### src/sv/fios_pkg.sv
// Package for the FIFO with indexed overwrite and search.
// Holds item types, operation and status codes, and controller/datapath interface structs.
// No dependencies.
package fios_pkg;

	// Default ring depth
	localparam int DEPTH_DEF = 16;

	// Operation codes
	localparam logic [1:0] OP_ENQ  = 2'd0;
	localparam logic [1:0] OP_DEQ  = 2'd1;
	localparam logic [1:0] OP_OVW  = 2'd2;
	localparam logic [1:0] OP_SRCH = 2'd3;

	// Status codes
	localparam logic [2:0] ST_OK       = 3'd0;
	localparam logic [2:0] ST_EMPTY    = 3'd1;
	localparam logic [2:0] ST_FULL     = 3'd2;
	localparam logic [2:0] ST_RANGE    = 3'd3;
	localparam logic [2:0] ST_NOTFOUND = 3'd4;

	// Input item
	typedef struct packed {
		logic        [1:0]  opcode;
		logic signed [63:0] value;
		logic        [3:0]  position;
	} req_item_t;

	// Result item
	typedef struct packed {
		logic        [2:0]  status;
		logic signed [63:0] read_value;
		logic        [3:0]  found_position;
		logic        [4:0]  occupancy;
	} rsp_item_t;

	// Controller to datapath commands
	typedef struct packed {
		logic       capture;    // latch the accepted item
		logic       enq;        // write tail, advance write pointer, count up
		logic       ovw;        // write entry at head + position
		logic       rd_head;    // read entry at head
		logic       pop;        // advance read pointer, count down
		logic       scan_init;  // restart the search scan
		logic       scan_step;  // read next entry of the scan
		logic       load;       // load the result register
		logic [2:0] status;     // status of the result
		logic       take_data;  // result carries the read data
		logic       take_pos;   // result carries the compared position
	} ctrl_cmd_t;

	// Datapath to controller status
	typedef struct packed {
		logic [1:0] op;
		logic       empty;
		logic       full;
		logic       range_err;
		logic       cmp_valid;
		logic       hit;
		logic       last;
		logic       out_free;
	} dp_stat_t;

endpackage

### src/sv/fios_ctrl.sv
// Controller state machine for the FIFO with indexed overwrite and search.
// Depends on fios_pkg; drives commands to fios_dp and reads its status.
module fios_ctrl (
	input  logic                clk,
	input  logic                arst_n,
	input  logic                req_valid,
	output logic                req_stall,
	input  fios_pkg::dp_stat_t  stat,
	output fios_pkg::ctrl_cmd_t cmd
);
	import fios_pkg::*;

	localparam logic [2:0] S_IDLE = 3'd0;
	localparam logic [2:0] S_EXEC = 3'd1;
	localparam logic [2:0] S_READ = 3'd2;
	localparam logic [2:0] S_SCAN = 3'd3;

	logic [2:0] state_q;
	logic [2:0] state_d;

	assign req_stall = (state_q != S_IDLE);

	// Next state and command decode
	always_comb begin
		state_d = state_q;
		cmd     = '0;
		cmd.status = ST_OK;
		case (state_q)
			S_IDLE: begin
				if (req_valid) begin
					cmd.capture = 1'b1;
					state_d     = S_EXEC;
				end
			end
			S_EXEC: begin
				case (stat.op)
					OP_ENQ: begin
						if (stat.out_free) begin
							cmd.load = 1'b1;
							if (stat.full) begin
								cmd.status = ST_FULL;
							end else begin
								cmd.enq = 1'b1;
							end
							state_d = S_IDLE;
						end
					end
					OP_DEQ: begin
						if (stat.empty) begin
							if (stat.out_free) begin
								cmd.load   = 1'b1;
								cmd.status = ST_EMPTY;
								state_d    = S_IDLE;
							end
						end else begin
							cmd.rd_head = 1'b1;
							state_d     = S_READ;
						end
					end
					OP_OVW: begin
						if (stat.out_free) begin
							cmd.load = 1'b1;
							if (stat.range_err) begin
								cmd.status = ST_RANGE;
							end else begin
								cmd.ovw = 1'b1;
							end
							state_d = S_IDLE;
						end
					end
					default: begin
						if (stat.empty) begin
							if (stat.out_free) begin
								cmd.load   = 1'b1;
								cmd.status = ST_NOTFOUND;
								state_d    = S_IDLE;
							end
						end else begin
							cmd.scan_init = 1'b1;
							state_d       = S_SCAN;
						end
					end
				endcase
			end
			S_READ: begin
				if (stat.out_free) begin
					cmd.pop       = 1'b1;
					cmd.load      = 1'b1;
					cmd.take_data = 1'b1;
					state_d       = S_IDLE;
				end
			end
			S_SCAN: begin
				if (stat.cmp_valid && stat.hit) begin
					if (stat.out_free) begin
						cmd.load     = 1'b1;
						cmd.take_pos = 1'b1;
						state_d      = S_IDLE;
					end
				end else if (stat.cmp_valid && stat.last) begin
					if (stat.out_free) begin
						cmd.load   = 1'b1;
						cmd.status = ST_NOTFOUND;
						state_d    = S_IDLE;
					end
				end else begin
					cmd.scan_step = 1'b1;
				end
			end
			default: begin
				state_d = S_IDLE;
			end
		endcase
	end

	// State register
	always_ff @(posedge clk or negedge arst_n) begin
		if (!arst_n) begin
			state_q <= S_IDLE;
		end else begin
			state_q <= state_d;
		end
	end

endmodule

### src/sv/fios_dp.sv
// Datapath for the FIFO with indexed overwrite and search: entry memory, ring
// pointers, count, search scan and result register. Depends on fios_pkg.
module fios_dp #(
	parameter int DEPTH = fios_pkg::DEPTH_DEF
) (
	input  logic                clk,
	input  logic                arst_n,
	input  fios_pkg::req_item_t req,
	input  fios_pkg::ctrl_cmd_t cmd,
	output fios_pkg::dp_stat_t  stat,
	input  logic                rsp_stall,
	output logic                rsp_valid,
	output fios_pkg::rsp_item_t rsp
);
	import fios_pkg::*;

	localparam int PW = $clog2(DEPTH);       // ring index width
	localparam int CW = $clog2(DEPTH + 1);   // count width
	localparam int SW = PW + 1;              // ring sum width
	localparam int RW = (CW > 4) ? CW : 4;   // range compare width

	// Entry memory, no reset
	logic [63:0] mem_q [DEPTH];
	logic [63:0] rdata_q;

	// Captured item
	logic [1:0]  op_q;
	logic [63:0] value_q;
	logic [3:0]  pos_q;

	// Ring state
	logic [PW-1:0] rp_q;
	logic [PW-1:0] wp_q;
	logic [CW-1:0] count_q;
	logic [CW-1:0] count_d;

	// Search scan
	logic [CW-1:0] iss_q;
	logic [CW-1:0] cmp_idx_s1;
	logic          cmp_valid_s1;

	// Result register
	logic      rsp_valid_q;
	rsp_item_t rsp_q;

	logic          we;
	logic [PW-1:0] waddr;
	logic          re;
	logic [PW-1:0] raddr;
	logic          out_free;

	// Head plus offset, modulo DEPTH; offset is below DEPTH when used
	function automatic logic [PW-1:0] ring_add(input logic [PW-1:0] base,
			input logic [SW-1:0] off);
		logic [SW-1:0] s;
		s = {1'b0, base} + off;
		if (s >= SW'(DEPTH)) begin
			s = s - SW'(DEPTH);
		end
		return s[PW-1:0];
	endfunction

	function automatic logic [PW-1:0] ring_inc(input logic [PW-1:0] p);
		return (p == PW'(DEPTH - 1)) ? '0 : p + 1'b1;
	endfunction

	// Status to controller
	assign out_free        = !rsp_valid_q || !rsp_stall;
	assign stat.op         = op_q;
	assign stat.empty      = (count_q == '0);
	assign stat.full       = (count_q == CW'(DEPTH));
	assign stat.range_err  = (RW'(pos_q) >= RW'(count_q));
	assign stat.cmp_valid  = cmp_valid_s1;
	assign stat.hit        = (rdata_q == value_q);
	assign stat.last       = (CW'(cmp_idx_s1 + 1'b1) == count_q);
	assign stat.out_free   = out_free;

	// Memory port selection
	assign we    = cmd.enq || cmd.ovw;
	assign waddr = cmd.enq ? wp_q : ring_add(rp_q, SW'(pos_q));
	assign re    = cmd.rd_head || cmd.scan_step;
	assign raddr = cmd.rd_head ? rp_q : ring_add(rp_q, SW'(iss_q));

	// Count after this operation
	always_comb begin
		count_d = count_q;
		if (cmd.enq) begin
			count_d = count_q + 1'b1;
		end else if (cmd.pop) begin
			count_d = count_q - 1'b1;
		end
	end

	// Entry memory with registered read
	always_ff @(posedge clk) begin
		if (we) begin
			mem_q[waddr] <= value_q;
		end
		if (re) begin
			rdata_q <= mem_q[raddr];
		end
	end

	// Item capture
	always_ff @(posedge clk) begin
		if (cmd.capture) begin
			op_q    <= req.opcode;
			value_q <= req.value;
			pos_q   <= req.position;
		end
	end

	// Pointers and count
	always_ff @(posedge clk or negedge arst_n) begin
		if (!arst_n) begin
			rp_q    <= '0;
			wp_q    <= '0;
			count_q <= '0;
		end else begin
			if (cmd.enq) begin
				wp_q <= ring_inc(wp_q);
			end
			if (cmd.pop) begin
				rp_q <= ring_inc(rp_q);
			end
			count_q <= count_d;
		end
	end

	// Search scan: issue one read a cycle, compare the previous one
	always_ff @(posedge clk or negedge arst_n) begin
		if (!arst_n) begin
			iss_q        <= '0;
			cmp_idx_s1   <= '0;
			cmp_valid_s1 <= 1'b0;
		end else if (cmd.scan_init) begin
			iss_q        <= '0;
			cmp_valid_s1 <= 1'b0;
		end else if (cmd.scan_step) begin
			iss_q        <= iss_q + 1'b1;
			cmp_idx_s1   <= iss_q;
			cmp_valid_s1 <= 1'b1;
		end
	end

	// Result register
	always_ff @(posedge clk or negedge arst_n) begin
		if (!arst_n) begin
			rsp_valid_q <= 1'b0;
		end else if (cmd.load) begin
			rsp_valid_q <= 1'b1;
		end else if (!rsp_stall) begin
			rsp_valid_q <= 1'b0;
		end
	end

	always_ff @(posedge clk) begin
		if (cmd.load) begin
			rsp_q.status         <= cmd.status;
			rsp_q.read_value     <= cmd.take_data ? rdata_q : '0;
			rsp_q.found_position <= cmd.take_pos ? 4'(cmp_idx_s1) : 4'd0;
			rsp_q.occupancy      <= 5'(count_d);
		end
	end

	assign rsp_valid = rsp_valid_q;
	assign rsp       = rsp_q;

	// Count never exceeds the ring depth
	a_count_bound: assert property (@(posedge clk) disable iff (!arst_n)
		count_q <= CW'(DEPTH))
		else $error("entry count above depth");

	// A held result is never overwritten
	a_no_clobber: assert property (@(posedge clk) disable iff (!arst_n)
		cmd.load |-> out_free)
		else $error("result loaded while previous one stalled");

	// Count only moves on enqueue or dequeue
	a_count_hold: assert property (@(posedge clk) disable iff (!arst_n)
		(!cmd.enq && !cmd.pop) |=> $stable(count_q))
		else $error("count changed without enqueue or dequeue");

	// Enqueue never happens when full, dequeue never when empty
	a_no_overflow: assert property (@(posedge clk) disable iff (!arst_n)
		(cmd.enq |-> !stat.full) and (cmd.pop |-> !stat.empty))
		else $error("ring overflow or underflow");

endmodule

### src/sv/fifo_with_indexed_overwrite_search.sv
// Bounded FIFO of signed 64-bit values in a ring of DEPTH entries, with four
// operations: enqueue, dequeue, overwrite at a position from the head, and
// search for the first entry equal to a value. Each item gives one result,
// carrying a status and the occupancy after the operation. One item is worked
// on at a time. Enqueue and overwrite finish in the execute state; dequeue
// and search go on through a read or scan state, since the entries sit in a
// memory with one registered read port and the search reads one entry per
// cycle from the head. A new item is accepted as soon as the previous one is
// finished, even while its result is still held. No clearing pass after reset.
// Depends on fios_pkg, fios_ctrl and fios_dp.
module fifo_with_indexed_overwrite_search #(
	parameter int DEPTH = fios_pkg::DEPTH_DEF
) (
	input  logic                clk,
	input  logic                arst_n,
	input  logic                req_valid,
	output logic                req_stall,
	input  fios_pkg::req_item_t req,
	output logic                rsp_valid,
	input  logic                rsp_stall,
	output fios_pkg::rsp_item_t rsp
);
	import fios_pkg::*;

	ctrl_cmd_t cmd;
	dp_stat_t  stat;

	// Sequencer
	fios_ctrl u_ctrl (
		.clk       (clk),
		.arst_n    (arst_n),
		.req_valid (req_valid),
		.req_stall (req_stall),
		.stat      (stat),
		.cmd       (cmd)
	);

	// Storage, pointers and result register
	fios_dp #(
		.DEPTH (DEPTH)
	) u_dp (
		.clk       (clk),
		.arst_n    (arst_n),
		.req       (req),
		.cmd       (cmd),
		.stat      (stat),
		.rsp_stall (rsp_stall),
		.rsp_valid (rsp_valid),
		.rsp       (rsp)
	);

endmodule

### config.mk
export PLATFORM = sky130hd
export DESIGN_NAME = fifo_with_indexed_overwrite_search
export DESIGN_NICKNAME = d
export VERILOG_FILES = /design/src/sv/fios_pkg.sv /design/src/sv/fios_ctrl.sv /design/src/sv/fios_dp.sv /design/src/sv/fifo_with_indexed_overwrite_search.sv
export SDC_FILE = /design/constraint.sdc
export NUM_CORES = 1
export LEC_CHECK = 0
export CORE_MARGIN = 1
export CORE_UTILIZATION = 30
export CTS_CLUSTER_SIZE = 14
export DETAILED_ROUTE_END_ITERATION = 7
export DONT_BUFFER_PORTS = 1
export GPL_ROUTABILITY_DRIVEN = 0
export GPL_TIMING_DRIVEN = 0
export MAX_ROUTING_LAYER = met4
export PLACE_DENSITY = 0.5
export SLEW_MARGIN = 20
export SYNTH_ARGS = -nofsm -noshare
export SYNTH_HDL_FRONTEND = slang
export SYNTH_HIERARCHICAL = 1
export SYNTH_SLANG_ARGS = --single-unit
### constraint.sdc
create_clock -name clk -period 6.75 [get_ports clk]
set_input_delay 0 -clock clk [delete_from_list [all_inputs] [get_ports clk]]
set_output_delay 0 -clock clk [all_outputs]
set_load 0.02 [all_outputs]
Yosys cells after proc, flatten, opt, wreduce, memory -nomap -nowiden
Memory sizes are Yosys's and may differ from the RTL's. A register that Yosys moved wholly into a read port is not among the register bits. Index checks and enable logic that the tools add are counted.

Bits in latches: 0. Word-level logic and storage cells: 117. Memories: 1. Input bits: 74. Bits in read-only memories: 0. Output and inout port bits: 78. Register bits after elaboration: 174. Bits in writable memories: 1024.

Memory list: u_dp.mem_q (words 16, bits a word 64, read ports 1, clocked after memory_dff 1, wr ports 1, RTL line fios_dp.sv:23) `logic [63:0] mem_q [DEPTH];`.

Divide/modulo/power cells: 0. Mux-type cells: 58. Equality and inequality tests: 13. Shift operators: 0. Add/subtract/negate cells: 10. Order comparisons: 3. Bitwise logic cells: 1. Multipliers: 0. Reduce and logical (&&, ||, !) cells: 16.

Operators by type and width (count): 64-bit equality test (1); 4-bit two-way mux (13); 1-bit two-way mux (26); 3-bit two-way mux (8); 5-bit two-way mux (4); 5-bit by 1-bit adder with 5-bit output (second input constant) (3); 3-bit one-hot mux with 2 select lines (2); 3-bit one-hot mux with 4 select lines (1); 4-bit one-hot mux with 3 select lines (1); 5-bit >= comparator (second input constant) (2); 4-bit by 1-bit adder with 4-bit output (second input constant) (2); 4-bit equality test (second input constant) (2); 4-bit by 1-bit subtractor with 4-bit output (second input constant) (2); 3-bit by 2-bit equality test with 1-bit output (second input constant) (2); 4-bit by 4-bit adder with 5-bit output (1); 4-bit by 5-bit adder with 5-bit output (1); 5-bit equality test (1); 5-bit equality test (second input constant) (1); 4-bit by 5-bit >= comparator with 1-bit output (1); 5-bit logical NOT (1); 5-bit by 1-bit subtractor with 5-bit output (second input constant) (1); 2-bit two-way mux (2); 2-bit AND reduction (2); 3-bit by 1-bit equality test with 1-bit output (second input constant) (1); other kinds (16) (20).

Depth between registers and ports, before layout
Depth in word-level cells: 8. Mapped depth: 13.

By module
The synthesis kept the hierarchy.

By module, submodules not included: fios_dp (times used 1, area each 48172.5 um2, seq. area each 37681.1 um2, cells an instance 2108); fios_ctrl (times used 1, area each 367.9 um2, seq. area each 75.1 um2, cells an instance 47).

Worst setup path after synthesis
OpenSTA, ideal clock, no wires.

Path kind: reg2reg. Start point: register u_dp.rsp_valid_q, in the netlist u_dp/rsp_valid. End point: memory u_dp.mem_q[1][0] (enable). Stages on the path, launching flop included: 10. Setup slack: -0.243 ns. Path buffers: 3. Arrival time: 6.428 ns. Path through: dfrtp_1 -> nand2_1 -> buf_4 -> nand4bb_1 -> or2_4 -> nor3_2 -> clkbuf_1 -> clkbuf_1 -> a31oi_1 -> nor3_1.

RTL lines: start: declaration (RTL line fios_dp.sv:43) `logic rsp_valid_q;`; start signal: assignment (RTL line fios_dp.sv:149) `rsp_valid_q <= 1'b0;`; start signal: assignment (RTL line fios_dp.sv:151) `rsp_valid_q <= 1'b1;`; start signal: assignment (RTL line fios_dp.sv:153) `rsp_valid_q <= 1'b0;`; end: declaration (RTL line fios_dp.sv:23).

==> metrics.csv <==
stage,metric,value,unit
timing,fmax,195,MHz
die,fp.dieW,404,um
route,routedWlPerCell,26.0,um
placed_design,dp_slack,1.69,ns
setup_path,critPathRequiredTime,7.23,ns
logic_synthesis,synth_top_area_share,76.3,%
setup_path,rrSetupSlack,1.63,ns
logic_synthesis,synth_seq_cells,1262,
logic_synthesis,synth-edff-count,1234,
global_routing,antenna_found_initial,10,
logic_synthesis,synth_warnings,6,
power_and_ir_drop,comb_power_share,31.7,%
job,maxCapViolCount,0,
status,status,"finished, final reports clean",
die,die_area,163000,sq um
placed_design,io_buffers,0,
logic_synthesis,synthTopCellsByArea,"edfxtp_1 76%, mux4_2 12%, mux2i_1 4.0%",
setup_path,r2r-end,u_dp/rdata_q[55],
logic_synthesis,synth_compound_area_share,0.580,%
setup_path,crit_fanout,10,
setup_path,crit_buf_inv,4,
timing,fin_ws,1.63,ns
clock_tree,cts.path.max_buffers,3,
die,num_rows,147,
logic_synthesis,synth.yosys.seq_area_share,77.8,%
timing,finalSetupViolCount,0,
timing,fin_skew,0.0355,ns
power_and_ir_drop,sequentialPowerShare,38.2,%
clock_tree,htreeDepth,4,
setup_path,arrival,5.59,ns
layout,n_fill_cell,14600,
global_routing,grt_pass1_vias,24100,
logic_synthesis,yosys.cell_types.count,60,
layout,layout-drive-gt1-share,25.4,%
logic_synthesis,ys.flop_type,edfxtp_1,
logic_synthesis,netlist_area,48500,sq um
worst_hold_path,min_path_cells,4,
power_and_ir_drop,switchingPower,7.25,mW
power_and_ir_drop,vdd_drop_max,0.254,mV
logic_synthesis,synth_top_family_by_area,multiplexers,
die,io-pin-count,152,
logic_synthesis,synth-xor-area-share,1.55,%
global_routing,grt_pass1_wl,179000,um
worst_hold_path,worstHoldStart,rsp_stall,
setup_path,cpMaxStageDelayCell,clkbuf_1,
clock_tree,cts_setup_buffers,0,
clock_tree,cts_buffers,135,
global_routing,grt_max_degree,38,
setup_path,r2r_start,u_dp/count_q[0],
logic_synthesis,syn_inst,2155,
clock_tree,cts.sinks,1262,
setup_path,worstRegToRegCells,12,
logic_synthesis,synth.area.mux_share,16.1,%
logic_synthesis,syn_nets,2247,
logic_synthesis,synthSimpleGateAreaFrac,2.17,%
die,core_area,161000,sq um
timing,setup_tns,0,ns
setup_path,crit_path_end_kind,flop,
power_and_ir_drop,pwr-share-clk,30.1,%
power_and_ir_drop,internal-power,17.0,mW
die,die_h,404,um
setup_path,cp_top_family,buffers and inverters,
route,vias,22900,
setup_path,max_stage_delay,0.85,ns
clock_tree,cts_tree,done,
setup_path,worstPathCellList,inv_1 -> ha_1 -> nor4b_1 -> nand2b_1 -> nor3_1 -> buf_4 -> o21ai_1 -> clkbuf_1 -> buf_2 -> mux4_2 -> mux2i_1 -> mux2i_1,
logic_synthesis,synth-async-reset-ratio,2.22,%
clock_tree,clkTransAtPathRegs,0.06,ns
logic_synthesis,synth_top_cell_by_area,edfxtp_1,
clock_tree,root_buffer,clkbuf_16,
setup_path,crit_top_cell,mux2i_1,
timing,post-route-period-util,75.8,%
clock_tree,clk_latency,0.76,ns
logic_synthesis,yosys-top-cells-count,"1234 x edfxtp_1, 256 x mux4_2, 195 x mux2i_1, 71 x xor2_1, 69 x and2_1",
setup_path,worstSetupStartpointType,flop,
route,ant_nets,0,
route,drcViolationCount,0,
power_and_ir_drop,cellPowerDensity,411,nW/um^2
power_and_ir_drop,cellLeakagePower,19.6,nW
power_and_ir_drop,swShare,29.9,%
setup_path,crit_type,flop to flop,
route,drt_pass1_iterations,5,
worst_hold_path,hold_path.class,primary input to flop,
logic_synthesis,synth_adder_area_share,0.495,%
placed_design,dp_hpwl,87000,um
timing,final.min_clock_period,5.12,ns
global_routing,gr-total-overflow,0,
route,via_per_inst,4.74,
timing,hold_violations,0,
layout,nNetsFinal,2657,
layout,seq_area,37800,sq um
layout,multi_input_area,10300,sq um
timing,worst_slew_pin_slew,1.18,ns
route,routed_wl,126000,um
timing,relSlewSlack,21.2,%
worst_hold_path,hold_end,u_ctrl/state_q[1],
layout,areaGrowthSynthToFinish,21.5,%
global_routing,track_usage,15.9,%
timing,rsz0062_at_grt,no,
logic_synthesis,synth.avg_cell_area,22.5,sq um
die,start_util,30.2,%
timing,maxSlewViolCount,0,
logic_synthesis,synth.most_common_cell,edfxtp_1,
route,drtIter0Drc,2215,
-- worst register-to-register path, stage by stage, from the launching register on --
cell	delay [ns]
dfrtp_1	0.49
inv_1	0.10
ha_1	0.20
nor4b_1	0.74
nand2b_1	0.26
nor3_1	0.08
buf_4	0.17
o21ai_1	0.68
clkbuf_1	0.86
buf_2	0.52
mux4_2	0.37
mux2i_1	0.28
mux2i_1	0.12
-- power groups by stage --
stage,sequential (mW),combinational (mW),clock [mW]
after global routing,9.30,8.22,7.77
after global placement,9.45,7.59,0
after floorplan,9.35,5.60,0
after detailed placement,9.44,7.77,0
final,9.27,7.69,7.30
after CTS,9.28,7.89,7.49
-- kinds of logic after synthesis --
logic type / Yosys count
flops: 1262
mux: 459
simple gates: 181
buf+inv: 107
xor+xnor: 85
compound gates: 42
fa+ha+maj: 18
other cells: 1
-- state kept, by name, summed over array words and instances, names as in the netlist --
register / count
u_dp/count_q: 5
u_dp/rp_q: 4
u_dp/cmp_valid_s1: 1
u_dp/pos_q: 4
u_dp/cmp_idx_s1: 5
u_dp/rsp: 76
u_dp/wp_q: 4
u_dp/value_q: 64
u_dp/mem_q: 1024
u_dp/op_q: 2
u_dp/rsp_valid: 1
u_dp/iss_q: 5
u_ctrl/state_q: 3
u_dp/rdata_q: 64
-- final cells by class --
class | instances | share of cell area [%]
sequential | 1262 | 64.0
multi-input combinational | 786 | 17.5
clock buffer | 172 | 6.25
timing repair buffer | 273 | 5.44
tap | 2160 | 4.58
clock inverter | 70 | 1.14
buffer | 95 | 1.00
inverter | 12 | 0.0764
antenna | 5 | 0.0212
-- worst max path at each step --
stage	slack (ns)	to	depth (start not counted)	from
2_1_floorplan	-0.24	u_dp/mem_q[1][0]	9	u_dp/rsp_valid
3_3_place_gp	-7.30	u_dp/mem_q[5][22]	9	u_dp/rsp_valid
3_5_place_dp	1.69	u_dp/rdata_q[55]	12	u_dp/count_q[0]
4_1_cts	1.64	u_dp/rdata_q[55]	12	u_dp/count_q[0]
5_1_grt	1.47	u_dp/rdata_q[6]	12	u_dp/count_q[0]
6_report	1.63	u_dp/rdata_q[55]	12	u_dp/count_q[0]
-- cells in the final DEF, fill, tap and decap left out, types with 13 or more instances in the layout --
cell type,count
edfxtp_1,1234
mux4_2,256
mux2i_1,195
dlygate4sd3_1,145
clkbuf_16,143
buf_4,72
xor2_1,71
and2_1,69
clkbuf_1,44
buf_2,40
buf_6,33
dfrtp_1,28
clkinv_1,27
buf_12,24
clkinv_2,20
nand2_1,17
nor4_1,17
buf_16,17
nor2_1,16
ha_1,16
xnor2_1,13
buf_8,13
-- per-layer routing --
layer / global-route usage, % / vias to the layer above / wire [um]
li1: - / 9764 / -
met1: 21.3 / 12400 / 56000
met2: 25.3 / 639 / 61000
met3: 2.75 / 143 / 6550
met4: 3.66 / 0 / 2040
met5: - / - / 0
-- metrics by stage --
step	power [mW]	std cells	utilization (%)	instance area [sq um]	hold slack, ns
floorplan	15.0	2155	-	48600	-0.296
global placement	17.0	4315	31.9	51300	-0.294
detailed placement	17.2	4441	33.1	53100	-0.294
CTS	24.7	4830	36.7	59000	0.0852
global route	25.3	4835	36.7	59000	0.153
finish	24.3	4835	36.7	59000	0.150
-- repair_timing --
item                                   in CTS  in global routing
endpoints found under the hold margin     151                  0
hold buffers                              147                  0
resized for setup                           0                  0
Power figures use the tool's default switching activity.
